## src/rtl/core/ntc_pkg.sv

```systemverilog
// shared types and constants of the node text tokenizer
`default_nettype none

package ntc_pkg;

   localparam longint unsigned DEF_MAX_TEXT_BYTES = 64'd65536;

   // depth of the result queue
   localparam int unsigned RESULT_DEPTH = 4;

   typedef enum logic [3:0] {
      KIND_INT    = 4'd0,
      KIND_FLOAT  = 4'd1,
      KIND_STRING = 4'd2,
      KIND_BITS   = 4'd3,
      KIND_LPAREN = 4'd4,
      KIND_RPAREN = 4'd5,
      KIND_LBRACE = 4'd6,
      KIND_OTHER  = 4'd7,
      KIND_END    = 4'd8
   } token_kind_type;

   typedef struct packed {
      token_kind_type kind;
      logic [15:0]    start;
      logic [15:0]    length;
      logic [31:0]    value;
      logic           last;
   } result_type;

   // up to two results from one byte, slot 0 always filled first
   typedef struct packed {
      logic       push0;
      logic       push1;
      result_type rec0;
      result_type rec1;
   } push_type;

endpackage

`default_nettype wire

```

## src/rtl/core/node_text_tokenizer_classifier.sv

```systemverilog
// top level of the node text tokenizer and token classifier
//
//   channel  direction  beat
//   req_     in         one text byte, zero ends the text
//   rsp_     out        one token: kind, start, length, integer value, last flag
//
// a byte is taken every cycle while req_ready is high; it is held in the byte register,
// then the token state is updated and its zero, one or two results enter a four-deep queue
// results leave one per cycle while rsp_ready is high, so a bracket or zero byte that also
// ends an open token gives two results, one after the other, on the result side
// req_ready drops only while a byte waits and the queue has no room for two results
// synchronous reset clears the token state, the byte valid flag and the queue

`default_nettype none

module node_text_tokenizer_classifier #(
   parameter longint unsigned MAX_TEXT_BYTES = ntc_pkg::DEF_MAX_TEXT_BYTES
) (
   input  wire logic        clock,
   input  wire logic        reset,
   input  wire logic        req_valid,
   output logic             req_ready,
   input  wire logic [7:0]  req_text_byte,
   output logic             rsp_valid,
   input  wire logic        rsp_ready,
   output logic [3:0]       rsp_token_kind,
   output logic [15:0]      rsp_token_start,
   output logic [15:0]      rsp_token_length,
   output logic signed [31:0] rsp_int_value,
   output logic             rsp_last_of_run
);
   import ntc_pkg::*;

   push_type   push;
   logic       room;
   result_type rsp_rec;

   ntc_scan #(
      .MAX_TEXT_BYTES (MAX_TEXT_BYTES)
   ) u_scan (
      .clock         (clock),
      .reset         (reset),
      .req_valid     (req_valid),
      .req_ready     (req_ready),
      .req_text_byte (req_text_byte),
      .room          (room),
      .push          (push)
   );

   ntc_result_fifo u_fifo (
      .clock     (clock),
      .reset     (reset),
      .push      (push),
      .room      (room),
      .rsp_valid (rsp_valid),
      .rsp_ready (rsp_ready),
      .rsp_rec   (rsp_rec)
   );

   assign rsp_token_kind   = rsp_rec.kind;
   assign rsp_token_start  = rsp_rec.start;
   assign rsp_token_length = rsp_rec.length;
   assign rsp_int_value    = signed'(rsp_rec.value);
   assign rsp_last_of_run  = rsp_rec.last;

endmodule

`default_nettype wire

```

## src/rtl/core/ntc_scan.sv

```systemverilog
// byte register, token state and classification of finished tokens
`default_nettype none

module ntc_scan #(
   parameter longint unsigned MAX_TEXT_BYTES = ntc_pkg::DEF_MAX_TEXT_BYTES
) (
   input  wire logic             clock,
   input  wire logic             reset,
   input  wire logic             req_valid,
   output logic                  req_ready,
   input  wire logic [7:0]       req_text_byte,
   input  wire logic             room,
   output ntc_pkg::push_type     push
);
   import ntc_pkg::*;

   localparam logic [15:0] POS_CAP = ((MAX_TEXT_BYTES - 64'd1) > 64'd65535) ?
                                     16'hFFFF : 16'(MAX_TEXT_BYTES - 64'd1);

   localparam logic [7:0] CHAR_SPACE   = 8'h20;
   localparam logic [7:0] CHAR_NL      = 8'h0A;
   localparam logic [7:0] CHAR_TAB     = 8'h09;
   localparam logic [7:0] CHAR_LPAREN  = 8'h28;
   localparam logic [7:0] CHAR_RPAREN  = 8'h29;
   localparam logic [7:0] CHAR_LBRACE  = 8'h7B;
   localparam logic [7:0] CHAR_RBRACE  = 8'h7D;
   localparam logic [7:0] CHAR_BSLASH  = 8'h5C;
   localparam logic [7:0] CHAR_LT      = 8'h3C;
   localparam logic [7:0] CHAR_GT      = 8'h3E;
   localparam logic [7:0] CHAR_B       = 8'h62;
   localparam logic [7:0] CHAR_QUOTE   = 8'h22;
   localparam logic [7:0] CHAR_PLUS    = 8'h2B;
   localparam logic [7:0] CHAR_MINUS   = 8'h2D;
   localparam logic [7:0] CHAR_DOT     = 8'h2E;
   localparam logic [7:0] CHAR_ZERO    = 8'h30;
   localparam logic [7:0] CHAR_NINE    = 8'h39;
   localparam logic [31:0] LIMIT_MAG   = 32'h8000_0000;

   typedef struct packed {
      logic [15:0] start;
      logic [15:0] length;
      logic [7:0]  first;
      logic [7:0]  second;
      logic [7:0]  third;
      logic [7:0]  final_ch;
      logic [31:0] mag;
      logic        neg;
      logic        digits_only;
      logic        too_large;
   } tok_type;

   localparam tok_type TOK_CLEAR = '{start: 16'd0, length: 16'd0, first: 8'd0,
                                     second: 8'd0, third: 8'd0, final_ch: 8'd0,
                                     mag: 32'd0, neg: 1'b0, digits_only: 1'b1,
                                     too_large: 1'b0};

   function automatic logic is_digit(input logic [7:0] c);
      return (c >= CHAR_ZERO) && (c <= CHAR_NINE);
   endfunction

   function automatic tok_type add_byte(input tok_type t, input logic [7:0] c);
      tok_type     r;
      logic [35:0] m;
      r = t;
      m = ({4'd0, t.mag} << 3) + ({4'd0, t.mag} << 1) + {32'd0, c[3:0]};
      if (t.length == 16'd0) begin
         r.first = c;
      end else if (t.length == 16'd1) begin
         r.second = c;
      end else if (t.length == 16'd2) begin
         r.third = c;
      end
      r.final_ch = c;
      if ((t.length == 16'd0) && ((c == CHAR_PLUS) || (c == CHAR_MINUS))) begin
         r.neg = (c == CHAR_MINUS);
      end else if (is_digit(c)) begin
         // accumulation stops at 2^31
         if (m > {4'd0, LIMIT_MAG}) begin
            r.mag       = LIMIT_MAG;
            r.too_large = 1'b1;
         end else begin
            r.mag = m[31:0];
         end
      end else begin
         r.digits_only = 1'b0;
      end
      if (t.length != 16'hFFFF) begin
         r.length = t.length + 16'd1;
      end
      return r;
   endfunction

   function automatic result_type classify(input tok_type t, input logic last);
      logic       sign;
      logic [7:0] c0;
      logic [7:0] c1;
      logic [15:0] n;
      logic       numeric;
      logic       fits;
      result_type r;
      sign    = (t.first == CHAR_PLUS) || (t.first == CHAR_MINUS);
      c0      = sign ? t.second : t.first;
      c1      = sign ? t.third : t.second;
      n       = sign ? (t.length - 16'd1) : t.length;
      numeric = ((n > 16'd0) && is_digit(c0)) ||
                ((n > 16'd1) && (c0 == CHAR_DOT) && is_digit(c1));
      fits    = t.neg ? (t.mag <= LIMIT_MAG) : (t.mag < LIMIT_MAG);
      r.kind   = KIND_OTHER;
      r.start  = t.start;
      r.length = t.length;
      r.value  = 32'd0;
      r.last   = last;
      if (numeric) begin
         if (t.digits_only && !t.too_large && fits) begin
            r.kind  = KIND_INT;
            r.value = t.neg ? (32'd0 - t.mag) : t.mag;
         end else begin
            r.kind = KIND_FLOAT;
         end
      end else if (t.first == CHAR_LPAREN) begin
         r.kind = KIND_LPAREN;
      end else if (t.first == CHAR_RPAREN) begin
         r.kind = KIND_RPAREN;
      end else if (t.first == CHAR_LBRACE) begin
         r.kind = KIND_LBRACE;
      end else if ((t.first == CHAR_QUOTE) && (t.length > 16'd1) &&
                   (t.final_ch == CHAR_QUOTE)) begin
         r.kind = KIND_STRING;
      end else if (t.first == CHAR_B) begin
         r.kind = KIND_BITS;
      end
      // the empty token <> reports no length
      if ((t.length == 16'd2) && (t.first == CHAR_LT) && (t.second == CHAR_GT)) begin
         r.length = 16'd0;
      end
      return r;
   endfunction

   logic        byte_vld_ff, byte_vld_in;
   logic [7:0]  byte_ff, byte_in;
   logic        in_tok_ff, in_tok_in;
   logic        esc_ff, esc_in;
   logic [15:0] pos_ff, pos_in;
   tok_type     tok_ff, tok_in;

   logic        fire;
   logic        is_space;
   logic        is_single;
   tok_type     tok_base;
   result_type  fin_rec;
   result_type  fin_mid_rec;
   result_type  single_rec;
   result_type  end_rec;

   assign fire      = byte_vld_ff && room;
   assign req_ready = !byte_vld_ff || room;

   always_comb begin
      byte_vld_in = byte_vld_ff;
      byte_in     = byte_ff;
      if (req_valid && req_ready) begin
         byte_vld_in = 1'b1;
         byte_in     = req_text_byte;
      end else if (fire) begin
         byte_vld_in = 1'b0;
      end
   end

   always_comb begin
      is_space  = (byte_ff == CHAR_SPACE) || (byte_ff == CHAR_NL) ||
                  (byte_ff == CHAR_TAB);
      is_single = (byte_ff == CHAR_LPAREN) || (byte_ff == CHAR_RPAREN) ||
                  (byte_ff == CHAR_LBRACE) || (byte_ff == CHAR_RBRACE);

      tok_base = tok_ff;
      if (!in_tok_ff) begin
         tok_base       = TOK_CLEAR;
         tok_base.start = pos_ff;
      end

      fin_rec     = classify(tok_ff, 1'b1);
      fin_mid_rec = classify(tok_ff, 1'b0);

      single_rec.start  = pos_ff;
      single_rec.length = 16'd1;
      single_rec.value  = 32'd0;
      single_rec.last   = 1'b1;
      case (byte_ff)
         CHAR_LPAREN: single_rec.kind = KIND_LPAREN;
         CHAR_RPAREN: single_rec.kind = KIND_RPAREN;
         CHAR_LBRACE: single_rec.kind = KIND_LBRACE;
         default:     single_rec.kind = KIND_OTHER;
      endcase

      end_rec.kind   = KIND_END;
      end_rec.start  = pos_ff;
      end_rec.length = 16'd0;
      end_rec.value  = 32'd0;
      end_rec.last   = 1'b1;

      tok_in     = tok_ff;
      in_tok_in  = in_tok_ff;
      esc_in     = esc_ff;
      pos_in     = pos_ff;
      push.push0 = 1'b0;
      push.push1 = 1'b0;
      push.rec0  = fin_mid_rec;
      push.rec1  = single_rec;

      if (fire) begin
         pos_in = (pos_ff < POS_CAP) ? (pos_ff + 16'd1) : pos_ff;
         if (byte_ff == 8'd0) begin
            // end of text: flush, report end, start over at offset zero
            push.push0 = 1'b1;
            if (in_tok_ff) begin
               push.push1 = 1'b1;
               push.rec1  = end_rec;
            end else begin
               push.rec0 = end_rec;
            end
            tok_in    = TOK_CLEAR;
            in_tok_in = 1'b0;
            esc_in    = 1'b0;
            pos_in    = 16'd0;
         end else if (in_tok_ff && esc_ff) begin
            tok_in = add_byte(tok_ff, byte_ff);
            esc_in = 1'b0;
         end else if (is_space) begin
            if (in_tok_ff) begin
               push.push0 = 1'b1;
               push.rec0  = fin_rec;
            end
            tok_in    = TOK_CLEAR;
            in_tok_in = 1'b0;
            esc_in    = 1'b0;
         end else if (is_single) begin
            push.push0 = 1'b1;
            if (in_tok_ff) begin
               push.push1 = 1'b1;
            end else begin
               push.rec0 = single_rec;
            end
            tok_in    = TOK_CLEAR;
            in_tok_in = 1'b0;
            esc_in    = 1'b0;
         end else begin
            tok_in    = add_byte(tok_base, byte_ff);
            in_tok_in = 1'b1;
            esc_in    = (byte_ff == CHAR_BSLASH);
         end
      end
   end

   always_ff @(posedge clock) begin
      byte_ff <= byte_in;
      if (reset) begin
         byte_vld_ff <= 1'b0;
         in_tok_ff   <= 1'b0;
         esc_ff      <= 1'b0;
         pos_ff      <= 16'd0;
         tok_ff      <= TOK_CLEAR;
      end else begin
         byte_vld_ff <= byte_vld_in;
         in_tok_ff   <= in_tok_in;
         esc_ff      <= esc_in;
         pos_ff      <= pos_in;
         tok_ff      <= tok_in;
      end
   end

endmodule

`default_nettype wire

```

## src/rtl/core/ntc_result_fifo.sv

```systemverilog
// result queue taking up to two results a cycle and giving one while rsp_ready is high
`default_nettype none

module ntc_result_fifo (
   input  wire logic               clock,
   input  wire logic               reset,
   input  wire ntc_pkg::push_type  push,
   output logic                    room,
   output logic                    rsp_valid,
   input  wire logic               rsp_ready,
   output ntc_pkg::result_type     rsp_rec
);
   import ntc_pkg::*;

   localparam int unsigned PTR_W = $clog2(RESULT_DEPTH);
   localparam int unsigned CNT_W = $clog2(RESULT_DEPTH + 1);

   result_type         mem_ff [RESULT_DEPTH];
   logic [PTR_W-1:0]   wr_ptr_ff, wr_ptr_in;
   logic [PTR_W-1:0]   rd_ptr_ff, rd_ptr_in;
   logic [CNT_W-1:0]   count_ff, count_in;
   logic               pop;
   logic [CNT_W-1:0]   n_push;
   logic [PTR_W-1:0]   wr_ptr_next;

   // room for the two results one byte may cause
   assign room        = count_ff <= CNT_W'(RESULT_DEPTH - 2);
   assign rsp_valid   = count_ff != '0;
   assign rsp_rec     = mem_ff[rd_ptr_ff];
   assign pop         = rsp_valid && rsp_ready;
   assign n_push      = CNT_W'(push.push0) + CNT_W'(push.push1);
   assign wr_ptr_next = wr_ptr_ff + PTR_W'(1);

   always_comb begin
      wr_ptr_in = wr_ptr_ff + PTR_W'(n_push);
      rd_ptr_in = pop ? (rd_ptr_ff + PTR_W'(1)) : rd_ptr_ff;
      count_in  = count_ff + n_push - CNT_W'(pop);
   end

   always_ff @(posedge clock) begin
      if (push.push0) begin
         mem_ff[wr_ptr_ff] <= push.rec0;
      end
      if (push.push1) begin
         mem_ff[wr_ptr_next] <= push.rec1;
      end
   end

   always_ff @(posedge clock) begin
      if (reset) begin
         wr_ptr_ff <= '0;
         rd_ptr_ff <= '0;
         count_ff  <= '0;
      end else begin
         wr_ptr_ff <= wr_ptr_in;
         rd_ptr_ff <= rd_ptr_in;
         count_ff  <= count_in;
      end
   end

endmodule

`default_nettype wire

```

## config.mk

```make
export PLATFORM = sky130hd
export DESIGN_NAME = node_text_tokenizer_classifier
export DESIGN_NICKNAME = d
export VERILOG_FILES = /design/src/rtl/core/ntc_pkg.sv /design/src/rtl/core/node_text_tokenizer_classifier.sv /design/src/rtl/core/ntc_scan.sv /design/src/rtl/core/ntc_result_fifo.sv
export SDC_FILE = /design/constraint.sdc
export NUM_CORES = 1
export LEC_CHECK = 0
export BUFFER_PORTS_ARGS = -buffer_cell sky130_fd_sc_hd__buf_4
export CAP_MARGIN = 20
export CORE_MARGIN = 3
export CORE_UTILIZATION = 65
export CTS_CLUSTER_DIAMETER = 30
export CTS_CLUSTER_SIZE = 10
export DETAILED_ROUTE_END_ITERATION = 10
export PLACE_DENSITY_LB_ADDON = 0.08
export SETUP_SLACK_MARGIN = 0.2
export SYNTH_ARGS = -nofsm -noshare
export SYNTH_HDL_FRONTEND = slang
export SYNTH_HIERARCHICAL = 1
export SYNTH_SLANG_ARGS = --single-unit
```

## constraint.sdc

```tcl
create_clock -name clock -period 14.3 [get_ports clock]
set_input_delay 2.86 -clock clock [delete_from_list [all_inputs] [get_ports clock]]
set_output_delay 2.86 -clock clock [all_outputs]
set_load 0.01 [all_outputs]
```

# Word level (Yosys, flattened, before mapping)
# Memory sizes are Yosys's and may differ from the RTL's. A register that Yosys moved wholly into a read port is not among the register bits.
# Index checks and enable logic that the tools add are counted.
# totals
input_bits	12
output_inout_bits	71
elab_cells	217
mem_count	1
register_bits	133
mem_bits_rw	276
# mem_list
memory	depth	word_bits	rd	rd_ports_with_merged_regs	wr	line	rtl
u_fifo.mem_ff	4	69	1	1	2	ntc_result_fifo.sv:18	result_type mem_ff [RESULT_DEPTH];
# classes
order_cmp	15
eq_ne	42
n_addsub	15
reduce_logical	46
n_mux	80
# op_table
op	n
99-bit two-way mux	5
69-bit two-way mux	5
32-bit two-way mux	9
71-bit two-way mux	3
140-bit two-way mux	1
16-bit two-way mux	8
8-bit by 6-bit == test with 1-bit output, second input constant	14
8-bit two-way mux	10
35-bit by 33-bit adder with 36-bit output	2
36-bit by 4-bit adder with 36-bit output	2
36-bit by 32-bit greater-than comparator with 1-bit output, second input constant	2
16-bit by 1-bit adder with 16-bit output, second input constant	3
16-bit by 1-bit greater-than comparator with 1-bit output, second input constant	3
8-bit by 7-bit == test with 1-bit output, second input constant	5
16-bit by 1-bit == test with 1-bit output, second input constant	2
16-bit by 2-bit == test with 1-bit output, second input constant	2
32-bit <= comparator, second input constant	1
16-bit logical NOT	2
32-bit less-than comparator, second input constant	1
16-bit != test, second input constant	2
1-bit by 32-bit subtractor with 32-bit output, first input constant	1
3-bit by 2-bit != test with 1-bit output, second input constant	10
1-bit two-way mux	28
8-bit by 6-bit greater-or-equal comparator with 1-bit output, second input constant	3
27 further kinds	74

# Logic depth before layout (Yosys ltp)
# logic_depth
word_depth	17
depth_mapped	20
mapped_depth_nobuf	16

# Cells and area by module
# The synthesis kept the hierarchy.
# by_module_without_submodules
module	n_inst	cells_per_inst	seq_area_each_um2	area_each_um2
ntc_scan	1	1995	2582.5	14609.0
ntc_result_fifo	1	717	8468.1	13700.6

# Worst setup path after synthesis
# OpenSTA, ideal clock, no wires.
# synth_path
kind	register -> register
startpoint	register u_scan.byte_ff[4]
endpoint	memory u_fifo/mem_ff[0][0] (netlist bit) (enable)
arrival_ns	7.025
slack_ns	6.683
period_less_slack_ns	7.617
setup_time_ns	0.591
n_path_buf	2
t_required_ns	13.709
stages_incl_launch_ff	8
cell_sequence	edfxtp_1 > clkbuf_1 > or4_1 > or4_1 > clkbuf_1 > a21oi_1 > nand2b_1 > o21ai_0
# synth_rtl
item	line	rtl
start: declaration	ntc_scan.sv:140	logic [7:0] byte_ff, byte_in;
start signal: assignment	ntc_scan.sv:255	byte_ff <= byte_in;
end: declaration	ntc_result_fifo.sv:18	

# Final worst setup path
# layout_path
startpoint	register u_scan.in_tok_ff
endpoint	register u_scan/tok_ff[25] (netlist bit)
# layout_between
elab_chain_len	11
elab_cells_between_ends	17
cone_classes	add/sub (2); order compare (1); eq/ne (2); mux (8); reduce/logical (4)
# layout_rtl
item	line	rtl
start: declaration	ntc_scan.sv:141	logic in_tok_ff, in_tok_in;
start signal: assignment	ntc_scan.sv:264	in_tok_ff <= in_tok_in;
99-bit two-way mux	ntc_scan.sv:176	if (!in_tok_ff) begin
35-bit by 33-bit adder with 36-bit output	ntc_scan.sv:65	m = ({4'd0, t.mag} << 3) + ({4'd0, t.mag} << 1) + {32'd0, c[3:0]};
36-bit by 4-bit adder with 36-bit output	ntc_scan.sv:65	
36-bit by 32-bit greater-than comparator with 1-bit output	ntc_scan.sv:78	if (m > {4'd0, LIMIT_MAG}) begin
32-bit two-way mux	ntc_scan.sv:78	
32-bit two-way mux	ntc_scan.sv:76	end else if (is_digit(c)) begin
32-bit two-way mux	ntc_scan.sv:74	if ((t.length == 16'd0) && ((c == CHAR_PLUS) || (c == CHAR_MINUS))) begin
99-bit two-way mux	ntc_scan.sv:236	end else if (is_single) begin
99-bit two-way mux	ntc_scan.sv:228	end else if (is_space) begin
99-bit two-way mux	ntc_scan.sv:225	end else if (in_tok_ff && esc_ff) begin
99-bit two-way mux	ntc_scan.sv:212	if (byte_ff == 8'd0) begin
end signal: assignment	ntc_scan.sv:267	tok_ff <= tok_in;
end: declaration	ntc_scan.sv:144	tok_type tok_ff, tok_in;
# Parallel ways exist; a longest one is shown, timed or not. The select of a mux whose other input is x is not followed.
# A chain may end at the register's enable or synchronous reset.

==> parameters.txt <==
Parameter                              Value

Run status
  Outcome    finished, final reports clean

Final layout
  Flip-flop and latch area    11100 um^2
  Fin util    0.752
  Synth-to-Final Area Change    12.9%
  # nets final    2886
  Fillers    2732
  Antenna diodes    0
  Fin area    ~32000 um^2
  Leading cell type in the layout, fill and taps excluded    sky130_fd_sc_hd__mux2_2
  Area of the multi-input gates    16200 um^2
  Share of post-route cells with drive strength above 1    0.238
  Highest-count cells in the layout ignoring fill and taps    sky130_fd_sc_hd__mux2_2, sky130_fd_sc_hd__edfxtp_1, sky130_fd_sc_hd__nor2_1, sky130_fd_sc_hd__nand2_1, sky130_fd_sc_hd__a21oi_1

Worst setup path
  Depth of the worst register-to-register path    18
  Critical path startpoint category    flop
  Startpoint of the worst-slack reg-to-reg timing path    u_scan/in_tok_ff
  Worst endpoint required time    roughly 15000 ps
  Critical path class    flop to flop
  Setup slack on the worst flop-to-flop path    around 8300 ps
  Worst R2R End    u_scan/tok_ff[25]
  Worst setup EP type    flop
  Critical Path AT    6510 ps
  Largest driver fanout on the critical path    36

STA
  Setup slack of the critical path after layout    8270 ps
  Crit path time final    6030 ps
  Worst rel slew slack    0.244
  Least-Margin Pin Slew    1130 ps
  Fmax    roughly 0.17 GHz
  Worst-case clock skew    49.5 ps
  Total count of hold-check failures in the final report    0
  Number of endpoints failing setup at the final stage    0
  Setup repair after global routing missed its margin    no
  Total negative setup slack    0 ps
  Part of the cycle the worst path needs    0.422
  Max Slew Vio Count    0

GRT
  Wire length of the first global-routing pass    between 100 and 150 mm
  Global routing's busiest layer    met2
  Pin count of the biggest net entering global routing    70
  Met3 track demand over resource in global routing    0.0702
  All-Layer GR Usage    0.372
  Global Route met1 Usage    0.511
  Vias in the first global route    approximately 23000
  Overflow after GRT    0
  Fraction of met2 tracks used by global routing    0.589
  Initial antenna violation count    1

Floorplan
  Core Box Area    42500 um^2
  Starting utilization of the core area    0.666
  Die span in x    215 um
  Die height    215 um
  Count of standard-cell rows    75
  I/O Pins    83
  Total die area    46100 um^2

Pwr
  Total power density per cell area    117 nW/um^2
  Total power draw    approximately 3.7 mW
  Pleak    12.7 nW
  Maximum vdd ir drop    about 120 uV

Placed design
  Placed instance area    roughly 29000 um^2
  Number of buffer cells added on primary ports    82
  Detailed placement HPWL    55.7 mm
  Setup slack at placement    about 8500 ps
  Global placer's final weighted congestion    0.977

Drt
  Vias per std cell    6.99
  TritonRoute pass-1 iters    8
  Remaining routing DRC violations    0
  Initial DRC Count    3019
  Post-detailed-routing wire length    87.6 mm
  Count of nets left with antenna violations after detail routing    0
  Vias after detailed routing    23600
  Routed length per placed instance    26.0 um

CTS
  Clock Latency Late Sink    between 600 and 700 ps
  Post-CTS Resized    0
  Number of buffers inserted by post-CTS setup repair    0
  H-tree levels    3
  CTS tree    done
  Maximum buffer depth of the clock tree    3
  Clock tree root driver cell    sky130_fd_sc_hd__clkbuf_16
  Clock Sink Count    410
  Clock Pin Slew Worst Setup and Hold Paths    50 ps
  Hold buffers post-CTS    0
  TritonCTS buffer count    82

Synth
  Top_reg_cell synth    sky130_fd_sc_hd__edfxtp_1
  Distinct cell type count of the synthesized netlist    around 110
  Yosys warnings    6
  Number of flops mapped to enable cells by yosys    284
  Area of the mapped netlist    roughly 28000 um^2
  Post-synthesis average cell area    approximately 10 um^2
  #FFs+latches synth    410
  Sequential area share after synthesis    0.390
  Async set-or-reset flop fraction in the synthesized netlist    0
  Post-synthesis instance total    2712

Worst hold path
  Endpoint of the worst hold-timing path    u_scan/tok_ff[35]
  Class of the tightest hold or removal check    flop to flop
  Hold Startpoint    u_scan/tok_ff[35]
  Hold Crit Depth    2

Flow run
  Max Cap Viol    0
## cells in the mapped netlist, drive strengths merged (43+ instances only)
library cell  number  area share
a21o              43       0.011
a21oi            152       0.027
a22oi             62       0.016
and2              56       0.012
buf              111       0.025
clkbuf           120       0.016
dfxtp            126       0.089
edfxtp           284        0.30
ha               142       0.063
inv               46      0.0061
mux2             296        0.12
mux4              69       0.055
nand2            185       0.025
nand3             51      0.0090
nand4             47       0.010
nor2             222       0.029
o21ai            108       0.019
xor2              52       0.016
## sequential cells by signal, indices dropped and copies added, names as in the netlist, 2 cells and up, named ones only
name                cells
u_fifo/wr_ptr_ff        2
u_fifo/mem_ff         276
u_fifo/count_ff         3
u_scan/tok_ff          82
u_scan/fin_mid_rec     16
u_scan/byte_ff          8
u_fifo/rd_ptr_ff        2
u_scan/pos_ff          16
## worst max path at each step
stage / startpoint / end / slack (ps)
after detailed placement: u_scan/in_tok_ff / u_scan/tok_ff[31] / 8510
after CTS: flop / rsp_int_value[17] / 8310
after global routing: u_scan/in_tok_ff / u_scan/tok_ff[24] / 8010
after global placement: u_scan/in_tok_ff / u_scan/tok_ff[31] / 8650
after floorplan: u_scan/byte_ff[4] / u_fifo/mem_ff[0][0] / 6680
final: u_scan/in_tok_ff / u_scan/tok_ff[25] / 8270
## routing by layer
layer	vias up	wire, um
met4	2	3000
met3	263	8940
met2	1519	40300
met5	-	11
li1	10300	-
met1	11400	35400
## cell families (layout without fill, tap and decap cells)
logic type,count (synthesis),count (layout),share of synthesized area
AO/OA/AOI/OAI,627,627,0.152
XOR/XNOR,85,85,0.0273
adder cells (fa/ha/maj),146,146,0.0656
buffers and inverters,277,311,0.0467
flip-flops,410,410,0.390
multiplexers,371,371,0.175
other,2,48,0.000265
AND/OR/NAND/NOR,794,794,0.143
## stage by stage
step,std cells,hold WS [ps]
floorplan,2758,427
global placement,3214,438
detailed placement,3216,445
CTS,3364,460
global route,3369,470
finish,3369,459
## where the power goes
| part | switching, mW | internal [mW] |
|---|---|---|
| logic | 0.238 | 0.223 |
| clock network | 0.646 | 1.30 |
| registers | 0.0653 | 1.28 |
## final cells by class
cell class                 count  area share
timing repair buffer         117      0.0306
clock buffer                  98      0.0703
multi-input combinational   2071       0.507
tap                          577      0.0226
inverter                      46     0.00540
sequential                   410       0.346
clock inverter                50      0.0183
## worst max-delay path: stages, from the launching register on
cell,delay [ps]
sky130_fd_sc_hd__dfxtp_1,700
sky130_fd_sc_hd__buf_4,480
sky130_fd_sc_hd__inv_1,470
sky130_fd_sc_hd__nor2_1,300
sky130_fd_sc_hd__ha_1,280
sky130_fd_sc_hd__ha_1,250
sky130_fd_sc_hd__inv_1,90
sky130_fd_sc_hd__fa_1,200
sky130_fd_sc_hd__and2b_1,220
sky130_fd_sc_hd__o31a_1,330
sky130_fd_sc_hd__o21ai_0,320
sky130_fd_sc_hd__a21oi_1,120
sky130_fd_sc_hd__o211ai_1,380
sky130_fd_sc_hd__nand4_1,130
sky130_fd_sc_hd__or4_4,470
sky130_fd_sc_hd__o41ai_4,320
sky130_fd_sc_hd__buf_4,350
sky130_fd_sc_hd__nand4_1,170
sky130_fd_sc_hd__a211oi_1,290
Note: power is estimated with default switching activity, not from simulation.
